### config.mk
export PLATFORM = sky130hd
export DESIGN_NAME = centripetal_angle_tracker_flat
export DESIGN_NICKNAME = d
export VERILOG_FILES = /design/src/hw/rtl/cat_pkg.sv /design/src/hw/rtl/cat_if.sv /design/src/hw/rtl/cat_lane.sv /design/src/hw/rtl/cat_merge.sv /design/src/hw/rtl/centripetal_angle_tracker.sv /design/src/flat_wrapper.sv
export SDC_FILE = /design/constraint.sdc
export NUM_CORES = 2
export LEC_CHECK = 0
export BUFFER_PORTS_ARGS = -buffer_cell sky130_fd_sc_hd__buf_2
export CAP_MARGIN = 15
export CORE_ASPECT_RATIO = 0.6
export CORE_MARGIN = 4
export CORE_UTILIZATION = 45
export DETAILED_ROUTE_END_ITERATION = 10
export PLACE_DENSITY = 0.61
export SYNTH_ARGS = -nofsm -noshare
export SYNTH_HDL_FRONTEND = slang
export SYNTH_SLANG_ARGS = --single-unit
### constraint.sdc
create_clock -name clock -period 10.03 [get_ports clock]
set_input_delay 2.006 -clock clock [delete_from_list [all_inputs] [get_ports clock]]
set_output_delay 2.006 -clock clock [all_outputs]
set_load 0.05 [all_outputs]
### src/hw/rtl/cat_pkg.sv
package cat_pkg;

   localparam int PHASE_BITS  = 32;
   localparam int ACCEL_WIDTH = 24;

   localparam int RADIUS_BITS = 20;
   localparam int RAD_BITS    = RADIUS_BITS + 1;
   localparam int FRAC_SHIFT  = 28;
   localparam int DIV_BITS    = ACCEL_WIDTH - 1 + FRAC_SHIFT;
   localparam int SQ_BITS     = DIV_BITS + (DIV_BITS % 2);
   localparam int ROOT_BITS   = SQ_BITS / 2;
   localparam int SREM_BITS   = ROOT_BITS + 2;
   localparam int CNT_BITS    = $clog2(SQ_BITS + 1);

   localparam int SPEED_BITS  = 24;
   localparam int SUM_BITS    = ROOT_BITS + 1;
   localparam int CMP_BITS    = (SUM_BITS > SPEED_BITS) ? SUM_BITS : SPEED_BITS;
   localparam int TIME_BITS   = 32;
   localparam int HEAD_BITS   = 16;

   localparam int X_BITS      = SPEED_BITS + TIME_BITS;
   localparam int X_HALF      = (X_BITS + 1) / 2;
   localparam int TS_BITS     = 42;
   localparam int TS_HALF     = (TS_BITS + 1) / 2;
   localparam int PP_BITS     = X_HALF + TS_HALF;
   localparam int PROD_BITS   = 64;

   localparam logic [TS_BITS-1:0]    TURN_SCALE = 42'd2867080569611;
   localparam logic [SPEED_BITS-1:0] SPEED_MAX  = {SPEED_BITS{1'b1}};

   localparam int CSR_IDX_BITS = 2;

   typedef enum logic [CSR_IDX_BITS-1:0] {
      CSR_KNOWN_RADIUS = 2'd0,
      CSR_EXTRA_RADIUS = 2'd1,
      CSR_DUAL_MODE    = 2'd2,
      CSR_UNUSED       = 2'd3
   } csr_index_type;

   typedef enum logic [1:0] {
      LANE_IDLE,
      LANE_DIV,
      LANE_ROOT
   } lane_state_type;

   typedef enum logic [2:0] {
      MRG_IDLE,
      MRG_PROD,
      MRG_PART,
      MRG_PHASE,
      MRG_DONE
   } merge_state_type;

   typedef enum logic [1:0] {
      TOP_IDLE,
      TOP_LANES,
      TOP_MERGE,
      TOP_HOLD
   } top_state_type;

   typedef struct packed {
      logic                 done;
      logic [ROOT_BITS-1:0] root;
   } lane_out_type;

   typedef struct packed {
      logic                 start;
      logic                 dual;
      logic                 kill;
      logic [TIME_BITS-1:0] dt;
   } merge_ctl_type;

endpackage

### src/hw/rtl/cat_if.sv
interface cat_req_if;
   import cat_pkg::*;
   logic                          valid;
   logic                          ready;
   logic signed [ACCEL_WIDTH-1:0] accel_first;
   logic signed [ACCEL_WIDTH-1:0] accel_second;
   logic [TIME_BITS-1:0]          now_ms;
   modport source (output valid, accel_first, accel_second, now_ms, input ready);
   modport sink   (input valid, accel_first, accel_second, now_ms, output ready);
endinterface

interface cat_rsp_if;
   import cat_pkg::*;
   logic                  valid;
   logic                  ready;
   logic [HEAD_BITS-1:0]  heading;
   logic [SPEED_BITS-1:0] angular_speed;
   modport source (output valid, heading, angular_speed, input ready);
   modport sink   (input valid, heading, angular_speed, output ready);
endinterface

interface cat_csr_if;
   import cat_pkg::*;
   logic                    valid;
   logic                    ready;
   logic [CSR_IDX_BITS-1:0] index;
   logic [RADIUS_BITS-1:0]  data;
   modport source (output valid, index, data, input ready);
   modport sink   (input valid, index, data, output ready);
endinterface

### src/hw/rtl/cat_lane.sv
module cat_lane (
   input  logic                                    clock,
   input  logic                                    reset,
   input  logic                                    start,
   input  logic signed [cat_pkg::ACCEL_WIDTH-1:0]  accel,
   input  logic [cat_pkg::RAD_BITS-1:0]            radius,
   output cat_pkg::lane_out_type                   result
);
   import cat_pkg::*;

   lane_state_type         state_ff, state_in;
   logic [CNT_BITS-1:0]    cnt_ff, cnt_in;
   logic [SQ_BITS-1:0]     num_ff, num_in;
   logic [RAD_BITS-1:0]    rem_ff, rem_in;
   logic [RAD_BITS-1:0]    rad_ff, rad_in;
   logic [SREM_BITS-1:0]   sr_ff, sr_in;
   logic [ROOT_BITS-1:0]   root_ff, root_in;
   logic                   zero_ff, zero_in;
   logic                   done_ff, done_in;

   logic [RAD_BITS:0]      div_t, div_d;
   logic                   div_ge;
   logic [SREM_BITS-1:0]   sq_cur, sq_trial;
   logic                   sq_ge;

   always_comb begin
      div_t    = {rem_ff, num_ff[SQ_BITS-1]};
      div_ge   = div_t >= {1'b0, rad_ff};
      div_d    = div_t - {1'b0, rad_ff};
      sq_cur   = {sr_ff[SREM_BITS-3:0], num_ff[SQ_BITS-1 -: 2]};
      sq_trial = {root_ff, 2'b01};
      sq_ge    = sq_cur >= sq_trial;
   end

   always_comb begin
      state_in = state_ff;
      unique case (state_ff)
         LANE_IDLE: begin
            if (start) state_in = LANE_DIV;
         end
         LANE_DIV: begin
            if (cnt_ff == '0) state_in = LANE_ROOT;
         end
         LANE_ROOT: begin
            if (cnt_ff == '0) state_in = LANE_IDLE;
         end
         default: state_in = LANE_IDLE;
      endcase
   end

   always_comb begin
      cnt_in  = cnt_ff;
      num_in  = num_ff;
      rem_in  = rem_ff;
      rad_in  = rad_ff;
      sr_in   = sr_ff;
      root_in = root_ff;
      zero_in = zero_ff;
      done_in = 1'b0;
      unique case (state_ff)
         LANE_IDLE: begin
            if (start) begin
               num_in  = SQ_BITS'(accel[ACCEL_WIDTH-2:0]) << FRAC_SHIFT;
               rem_in  = '0;
               rad_in  = radius;
               zero_in = (radius == '0) || accel[ACCEL_WIDTH-1] || (accel == '0);
               cnt_in  = CNT_BITS'(SQ_BITS - 1);
               sr_in   = '0;
               root_in = '0;
            end
         end
         LANE_DIV: begin
            rem_in = div_ge ? div_d[RAD_BITS-1:0] : div_t[RAD_BITS-1:0];
            num_in = {num_ff[SQ_BITS-2:0], div_ge};
            cnt_in = (cnt_ff == '0) ? CNT_BITS'(ROOT_BITS - 1) : cnt_ff - 1'b1;
         end
         LANE_ROOT: begin
            sr_in   = sq_ge ? sq_cur - sq_trial : sq_cur;
            root_in = {root_ff[ROOT_BITS-2:0], sq_ge};
            num_in  = {num_ff[SQ_BITS-3:0], 2'b00};
            cnt_in  = cnt_ff - 1'b1;
            done_in = (cnt_ff == '0);
         end
         default: begin
            done_in = 1'b0;
         end
      endcase
   end

   always_ff @(posedge clock) begin
      if (reset) begin
         state_ff <= LANE_IDLE;
         cnt_ff   <= '0;
         done_ff  <= 1'b0;
      end else begin
         state_ff <= state_in;
         cnt_ff   <= cnt_in;
         done_ff  <= done_in;
      end
      num_ff  <= num_in;
      rem_ff  <= rem_in;
      rad_ff  <= rad_in;
      sr_ff   <= sr_in;
      root_ff <= root_in;
      zero_ff <= zero_in;
   end

   assign result.done = done_ff;
   assign result.root = zero_ff ? '0 : root_ff;

endmodule

### src/hw/rtl/cat_merge.sv
module cat_merge (
   input  logic                              clock,
   input  logic                              reset,
   input  cat_pkg::merge_ctl_type            ctl,
   input  cat_pkg::lane_out_type             lane_first,
   input  cat_pkg::lane_out_type             lane_second,
   output logic [cat_pkg::HEAD_BITS-1:0]     heading,
   output logic [cat_pkg::SPEED_BITS-1:0]    speed,
   output logic                              done
);
   import cat_pkg::*;

   merge_state_type        state_ff, state_in;
   logic [1:0]             part_ff, part_in;
   logic [SPEED_BITS-1:0]  speed_ff, speed_in;
   logic [X_BITS-1:0]      x_ff, x_in;
   logic [PROD_BITS-1:0]   acc_ff, acc_in;
   logic [PHASE_BITS-1:0]  phase_ff, phase_in;

   logic [CMP_BITS-1:0]    sum;
   logic [SPEED_BITS-1:0]  sat;
   logic [X_HALF-1:0]      x_sel;
   logic [TS_HALF-1:0]     t_sel;
   logic [PP_BITS-1:0]     pp;
   logic [PROD_BITS-1:0]   pp_wide, pp_shift;

   always_comb begin
      if (ctl.dual) begin
         sum = CMP_BITS'((SUM_BITS'(lane_first.root) + SUM_BITS'(lane_second.root)) >> 1);
      end else begin
         sum = CMP_BITS'(lane_first.root);
      end
      if (ctl.kill) begin
         sat = '0;
      end else if (sum > CMP_BITS'(SPEED_MAX)) begin
         sat = SPEED_MAX;
      end else begin
         sat = sum[SPEED_BITS-1:0];
      end
   end

   always_comb begin
      x_sel   = part_ff[1] ? X_HALF'(x_ff[X_BITS-1:X_HALF]) : x_ff[X_HALF-1:0];
      t_sel   = part_ff[0] ? TS_HALF'(TURN_SCALE[TS_BITS-1:TS_HALF])
                           : TURN_SCALE[TS_HALF-1:0];
      pp      = PP_BITS'(x_sel) * PP_BITS'(t_sel);
      pp_wide = PROD_BITS'(pp);
      unique case (part_ff)
         2'd0:    pp_shift = pp_wide;
         2'd1:    pp_shift = pp_wide << TS_HALF;
         2'd2:    pp_shift = pp_wide << X_HALF;
         default: pp_shift = pp_wide << (X_HALF + TS_HALF);
      endcase
   end

   always_comb begin
      state_in = state_ff;
      unique case (state_ff)
         MRG_IDLE:  if (ctl.start) state_in = MRG_PROD;
         MRG_PROD:  state_in = MRG_PART;
         MRG_PART:  if (part_ff == 2'd3) state_in = MRG_PHASE;
         MRG_PHASE: state_in = MRG_DONE;
         MRG_DONE:  state_in = MRG_IDLE;
         default:   state_in = MRG_IDLE;
      endcase
   end

   always_comb begin
      part_in  = part_ff;
      speed_in = speed_ff;
      x_in     = x_ff;
      acc_in   = acc_ff;
      phase_in = phase_ff;
      unique case (state_ff)
         MRG_IDLE: begin
            if (ctl.start) speed_in = sat;
         end
         MRG_PROD: begin
            x_in    = X_BITS'(speed_ff) * X_BITS'(ctl.dt);
            acc_in  = '0;
            part_in = 2'd0;
         end
         MRG_PART: begin
            acc_in  = acc_ff + pp_shift;
            part_in = part_ff + 2'd1;
         end
         MRG_PHASE: begin
            phase_in = phase_ff + acc_ff[PROD_BITS-1 -: PHASE_BITS];
         end
         default: begin
            part_in = part_ff;
         end
      endcase
   end

   always_ff @(posedge clock) begin
      if (reset) begin
         state_ff <= MRG_IDLE;
         phase_ff <= '0;
         speed_ff <= '0;
      end else begin
         state_ff <= state_in;
         phase_ff <= phase_in;
         speed_ff <= speed_in;
      end
      part_ff <= part_in;
      x_ff    <= x_in;
      acc_ff  <= acc_in;
   end

   assign heading = phase_ff[PHASE_BITS-1 -: HEAD_BITS];
   assign speed   = speed_ff;
   assign done    = (state_ff == MRG_DONE);

endmodule

### src/hw/rtl/centripetal_angle_tracker.sv
// Channel  Dir  Fields                                        Word accepted when
// req_if   in   accel_first, accel_second, now_ms             valid && ready
// rsp_if   out  heading, angular_speed                        valid && ready
// csr_if   in   index, data                                   valid (ready always high)
//
// Once a word is accepted, the two lanes divide bit by bit, take the square root two bits
// a cycle and flag completion; the merge stage then multiplies the speed by the time step,
// sums four partial products and updates the phase. No word is taken before the previous
// one is through. A new word is taken only while idle, which may be while the previous
// result still waits in the output register; if the next result is finished before that one
// is read, it is held in the merge stage and no word is taken until the output frees up.
// Reset clears the registers, the phase, the previous time and the result valid flag.
module centripetal_angle_tracker (
   input  logic       clock,
   input  logic       reset,
   cat_req_if.sink    req_if,
   cat_rsp_if.source  rsp_if,
   cat_csr_if.sink    csr_if
);
   import cat_pkg::*;

   top_state_type           state_ff, state_in;
   logic [RADIUS_BITS-1:0]  known_ff, known_in;
   logic [RADIUS_BITS-1:0]  extra_ff, extra_in;
   logic                    dual_ff, dual_in;
   logic [TIME_BITS-1:0]    prev_ff, prev_in;
   logic                    tvalid_ff, tvalid_in;
   logic [TIME_BITS-1:0]    dt_ff, dt_in;
   logic                    rsp_valid_ff, rsp_valid_in;
   logic [HEAD_BITS-1:0]    head_ff, head_in;
   logic [SPEED_BITS-1:0]   spd_ff, spd_in;

   logic                    accept, out_free, load_out;
   logic signed [RAD_BITS:0] r2;
   logic                    kill;
   merge_ctl_type           mctl;
   lane_out_type            lane_first, lane_second;
   logic [HEAD_BITS-1:0]    m_heading;
   logic [SPEED_BITS-1:0]   m_speed;
   logic                    m_done;

   assign accept   = req_if.valid && req_if.ready;
   assign out_free = !rsp_valid_ff || rsp_if.ready;

   always_comb begin
      r2   = $signed({2'b00, known_ff}) + (RAD_BITS + 1)'($signed(extra_ff));
      kill = (known_ff == '0) || (dual_ff && (r2[RAD_BITS] || (r2 == '0)));
   end

   always_comb begin
      state_in = state_ff;
      unique case (state_ff)
         TOP_IDLE:  if (accept) state_in = TOP_LANES;
         TOP_LANES: if (lane_first.done) state_in = TOP_MERGE;
         TOP_MERGE: if (m_done) state_in = out_free ? TOP_IDLE : TOP_HOLD;
         TOP_HOLD:  if (out_free) state_in = TOP_IDLE;
         default:   state_in = TOP_IDLE;
      endcase
   end

   always_comb begin
      req_if.ready = (state_ff == TOP_IDLE);
      load_out     = ((state_ff == TOP_MERGE) && m_done && out_free)
                     || ((state_ff == TOP_HOLD) && out_free);
      mctl.start   = (state_ff == TOP_LANES) && lane_first.done;
      mctl.dual    = dual_ff;
      mctl.kill    = kill;
      mctl.dt      = dt_ff;
   end

   always_comb begin
      known_in = known_ff;
      extra_in = extra_ff;
      dual_in  = dual_ff;
      if (csr_if.valid) begin
         unique case (csr_index_type'(csr_if.index))
            CSR_KNOWN_RADIUS: known_in = csr_if.data;
            CSR_EXTRA_RADIUS: extra_in = csr_if.data;
            CSR_DUAL_MODE:    dual_in  = csr_if.data[0];
            default:          dual_in  = dual_ff;
         endcase
      end
   end

   always_comb begin
      prev_in   = prev_ff;
      tvalid_in = tvalid_ff;
      dt_in     = dt_ff;
      if (accept) begin
         prev_in   = req_if.now_ms;
         tvalid_in = 1'b1;
         dt_in     = tvalid_ff ? req_if.now_ms - prev_ff : '0;
      end
      head_in      = load_out ? m_heading : head_ff;
      spd_in       = load_out ? m_speed : spd_ff;
      rsp_valid_in = load_out ? 1'b1 : (rsp_if.ready ? 1'b0 : rsp_valid_ff);
   end

   always_ff @(posedge clock) begin
      if (reset) begin
         state_ff     <= TOP_IDLE;
         known_ff     <= '0;
         extra_ff     <= '0;
         dual_ff      <= 1'b0;
         prev_ff      <= '0;
         tvalid_ff    <= 1'b0;
         rsp_valid_ff <= 1'b0;
      end else begin
         state_ff     <= state_in;
         known_ff     <= known_in;
         extra_ff     <= extra_in;
         dual_ff      <= dual_in;
         prev_ff      <= prev_in;
         tvalid_ff    <= tvalid_in;
         rsp_valid_ff <= rsp_valid_in;
      end
      dt_ff   <= dt_in;
      head_ff <= head_in;
      spd_ff  <= spd_in;
   end

   assign csr_if.ready        = 1'b1;
   assign rsp_if.valid         = rsp_valid_ff;
   assign rsp_if.heading       = head_ff;
   assign rsp_if.angular_speed = spd_ff;

   cat_lane u_lane_first (
      .clock  (clock),
      .reset  (reset),
      .start  (accept),
      .accel  (req_if.accel_first),
      .radius ({1'b0, known_ff}),
      .result (lane_first)
   );

   cat_lane u_lane_second (
      .clock  (clock),
      .reset  (reset),
      .start  (accept),
      .accel  (req_if.accel_second),
      .radius (r2[RAD_BITS-1:0]),
      .result (lane_second)
   );

   cat_merge u_merge (
      .clock       (clock),
      .reset       (reset),
      .ctl         (mctl),
      .lane_first  (lane_first),
      .lane_second (lane_second),
      .heading     (m_heading),
      .speed       (m_speed),
      .done        (m_done)
   );

endmodule

### src/flat_wrapper.sv
// flat-port wrapper written by rule: the top's interface ports become plain ports
module centripetal_angle_tracker_flat import cat_pkg::*;
  (clock, reset, req_if_valid, req_if_accel_first, req_if_accel_second, req_if_now_ms, req_if_ready, rsp_if_valid, rsp_if_heading, rsp_if_angular_speed, rsp_if_ready, csr_if_valid, csr_if_index, csr_if_data, csr_if_ready);
  cat_req_if req_if_i ();
  cat_rsp_if rsp_if_i ();
  cat_csr_if csr_if_i ();
  input  logic clock;
  input  logic reset;
  input wire logic [$bits(req_if_i.valid)-1:0] req_if_valid;
  input wire logic [$bits(req_if_i.accel_first)-1:0] req_if_accel_first;
  input wire logic [$bits(req_if_i.accel_second)-1:0] req_if_accel_second;
  input wire logic [$bits(req_if_i.now_ms)-1:0] req_if_now_ms;
  output wire logic [$bits(req_if_i.ready)-1:0] req_if_ready;
  output wire logic [$bits(rsp_if_i.valid)-1:0] rsp_if_valid;
  output wire logic [$bits(rsp_if_i.heading)-1:0] rsp_if_heading;
  output wire logic [$bits(rsp_if_i.angular_speed)-1:0] rsp_if_angular_speed;
  input wire logic [$bits(rsp_if_i.ready)-1:0] rsp_if_ready;
  input wire logic [$bits(csr_if_i.valid)-1:0] csr_if_valid;
  input wire logic [$bits(csr_if_i.index)-1:0] csr_if_index;
  input wire logic [$bits(csr_if_i.data)-1:0] csr_if_data;
  output wire logic [$bits(csr_if_i.ready)-1:0] csr_if_ready;
  assign req_if_i.valid = req_if_valid;
  assign req_if_i.accel_first = req_if_accel_first;
  assign req_if_i.accel_second = req_if_accel_second;
  assign req_if_i.now_ms = req_if_now_ms;
  assign req_if_ready = req_if_i.ready;
  assign rsp_if_valid = rsp_if_i.valid;
  assign rsp_if_heading = rsp_if_i.heading;
  assign rsp_if_angular_speed = rsp_if_i.angular_speed;
  assign rsp_if_i.ready = rsp_if_ready;
  assign csr_if_i.valid = csr_if_valid;
  assign csr_if_i.index = csr_if_index;
  assign csr_if_i.data = csr_if_data;
  assign csr_if_ready = csr_if_i.ready;
  centripetal_angle_tracker u_core (.clock(clock), .reset(reset), .req_if(req_if_i), .rsp_if(rsp_if_i), .csr_if(csr_if_i));
endmodule
==> impl_results.md <==
- RSZ-0062 raised after global routing: yes
- Crit path capture type: register
- Share of the clock period used by the worst path: 96.89%
- PD cells: 177.9 mW/mm^2
- FILL cells: 16065
- GR peak layer: met1
- R2r setup slk: 310 ps
- Vias: 61715
- Port bufs: 148
- Max-Cap Viols: 0
- Detail Placement HPWL: 191200 um
- Final setup viols: 0
- DR pass1 iterations: 8
- Die Footprint: 0.1806 mm^2
- Worst Path Arrival: 10090 ps
- Synth unique cells: 102
- CP max FO: 6
- Status: finished, final reports clean
- Class of the worst hold path: register to register
- Sink Count: 640
- Slowest stage delay, CP: 540 ps
- Die height: 330.8 um
- Cell count after synthesis: 8513
- DR WL/cell: 21.58 um
- Vias in the first global route: 60024
- Average size of a mapped cell: 9.180 um^2
- Synth Cell Area: 0.07815 mm^2
- Share of cells above drive strength 1: 9.372%
- M1 GR Usage: 41.71%
- Met2 usage: 33.09%
- Clk_lat worst skew: 710 ps
- Drt via density: 5.594
- P_leak: 39.44 nW
- Critical Path RT: 10410 ps
- Yosys reg bits: 640
- Worst Setup Start Kind: register
- Row Count: 118
- DRC viols: 0
- Core Area: 0.1726 mm^2
- Slew HR: 13.56%
- Initial antenna violation count: 7
- Final core occ: 50.06%
- H-tree depth: 3
- Cell at the slowest stage of the critical path: fa_1
- First-pass GRT wire length: 362600 um
- Final ANT Viol Nets: 0
- Largest net degree at the start of global routing: 79
- GRT Residual Overflow: 0
- Cell repeated most along the worst path: fa_1
- CTS tree: yes
- Number of DRC markers in iteration 0: 6132
- Most frequent cells in the layout: inv_1 (1346), nand2_1 (1003), fa_1 (975)
- Clock Tree Root: clkbuf_16
- Worst Clk Skew: 59.59 ps
- Initial Util: 45.28%
- CTS buffer count: 72
- GPL Wtd Cong: 0.9878
- Worst-Margin Slew: 1297 ps
- Maximum vdd drop: 0.2910 mV
- Hold Vio Cnt, Final: 0
- Nets: 10525
- Clock transition at path regs: 60 ps
- Max Freq: 102.9 MHz
- Crit Path Class: register to register
- Top Ports: 150
- Area Overhead vs Synth: 10.55%
- Top FF cell, synth: edfxtp_1
- EDFF count, synth: 487
- Final Slew Violations: 0
- Setup TNS: 0 ps
- Ys async rst share: 0%
- Chip Width: 546 um
- Gr usage total: 25.94%
- Final wirelength: 238000 um
- Grt met3 use: 8.686%
- YS warnings: 0
- Tmin final: 9718 ps
- Clock Path Buffers: 3
- Seq/Total Area, Yosys: 22.63%
- Most common cell after layout, fill and taps aside: inv_1
final timing paths:
check | endpoint | from | depth (start not counted)
setup / recovery | u_core.u_merge.acc_ff[60]$_SDFFCE_PP0P_ | u_core.u_merge.part_ff[1]$_SDFFCE_PP0P_ | 35
hold / removal | u_core.prev_ff[10]$_SDFFE_PP0P_ | u_core.prev_ff[10]$_SDFFE_PP0P_ | 2
setup reg to reg | u_core.u_merge.acc_ff[60]$_SDFFCE_PP0P_ | u_core.u_merge.part_ff[1]$_SDFFCE_PP0P_ | 35
hold reg to reg | u_core.prev_ff[10]$_SDFFE_PP0P_ | u_core.prev_ff[10]$_SDFFE_PP0P_ | 2
cell type report:
class / instances / area [um^2] / share of cell area (%)
Multi-Input combinational cell: 6169 / 55190 / 63.88
Inverter: 1371 / 5155 / 5.967
Timing Repair Buffer: 438 / 3088 / 3.574
Sequential cell: 640 / 17690 / 20.47
Clock inverter: 37 / 499.2 / 0.5778
Tap cell: 2280 / 2853 / 3.302
Antenna cell: 3 / 7.507 / 0.008689
Clock buffer: 94 / 1916 / 2.217
per-stage QoR:
step | instances | setup WS, ps | instance area, um^2 | hold slack, ps | total power, mW
after floorplan | 8541 | 8.579 | 78260 | 406.4 | 9.085
after global placement | 10856 | -138.6 | 82460 | 437.2 | 11.55
after detailed placement | 10857 | -252.3 | 82470 | 446.3 | 11.59
after CTS | 10988 | 4.984 | 84950 | 455.1 | 14.50
after global routing | 11031 | -41.68 | 86400 | 469.9 | 16.33
final | 11032 | 311.9 | 86400 | 452.5 | 15.37
per-layer routing:
metal  share of wire (%)  up-vias
met3                  12      211
met2                  37     2510
met4                 1.6        8
met5                0.16        -
met1                  50    30587
li1                    -    28399
cells by family (layout without fill, tap and decap cells):
family,count (synthesis),in the layout,synth area share (%)
simple gates,2503,2503,14.54
buf+inv,1732,1940,8.378
fa+ha+maj,1726,1726,37.07
compound gates,1510,1510,12.71
flops,640,640,22.63
xor+xnor,291,291,3.261
mux,109,109,1.404
other cells,2,33,0.009610
power breakdown:
part / internal (mW) / total (mW) / switching [mW]
Combinational: 3.49 / 8.84 / 5.35
Sequential: 3.42 / 3.72 / 0.301
Clock: 1.56 / 2.80 / 1.25
Total: 8.47 / 15.4 / 6.89
timing repair:
item / CTS / global route
hold endpoints to repair: 0 / 0
hold buffers: 0 / 0
setup buffers: 0 / 33
pin swaps: 0 / 74
resized for setup: 19 / 235
gates cloned: 0 / 3
setup endpoints to repair: 11 / 33
critical path, delay by kind of cell, from the launching register on:
family | cells | cell delay [ps]
adders and majority gates | 9 | 4050
AOI/OAI and AO/OA | 11 | 2520
xor gates and xnor gates | 1 | 150
muxes | 2 | 590
and+or+nand+nor | 4 | 730
DFF | 1 | 490
buffers and inverters | 8 | 890
flip-flops by register name, summed over array words and instances (netlist names), 21 cells and up:
name / cells
u_core.u_lane_first.rem_ff: 21
u_core.u_lane_second.sr_ff: 26
u_core.u_lane_first.num_ff: 52
u_core.u_merge.x_ff: 56
u_core.prev_ff: 32
u_core.u_merge.phase_ff: 32
u_core.u_lane_second.rad_ff: 21
u_core.rsp_if.angular_speed: 24
u_core.u_lane_second.rem_ff: 21
u_core.u_merge.acc_ff: 64
u_core.dt_ff: 32
u_core.u_lane_first.root_ff: 26
u_core.u_lane_second.root_ff: 26
u_core.u_lane_first.sr_ff: 26
u_core.u_lane_second.num_ff: 52
u_core.u_merge.speed: 24
Yosys cell counts (46+ instances only):
| cell type | instances | area (um^2) |
|---|---|---|
| inv_1 | 1367 | 5131 |
| nand2_1 | 1021 | 3832 |
| fa_1 | 982 | 19660 |
| ha_1 | 744 | 9309 |
| nor2_1 | 669 | 2511 |
| edfxtp_1 | 487 | 14620 |
| a21oi_1 | 454 | 2272 |
| clkbuf_1 | 322 | 1209 |
| and2_1 | 281 | 1758 |
| o21ai_0 | 253 | 1266 |
| xnor2_1 | 197 | 1725 |
| a21o_1 | 163 | 1224 |
| dfxtp_1 | 153 | 3063 |
| a22oi_1 | 117 | 878.3 |
| mux2i_1 | 104 | 1041 |
| xor2_1 | 94 | 823.3 |
| nor3_1 | 89 | 445.4 |
| nand3_1 | 77 | 385.4 |
| nor2b_1 | 76 | 475.5 |
| a211oi_1 | 65 | 488.0 |
| o21a_1 | 65 | 488.0 |
| nand2b_1 | 59 | 369.1 |
| nand4_1 | 52 | 325.3 |
| o21bai_1 | 46 | 345.3 |
No activity file was read; power rests on OpenSTA's default activity.
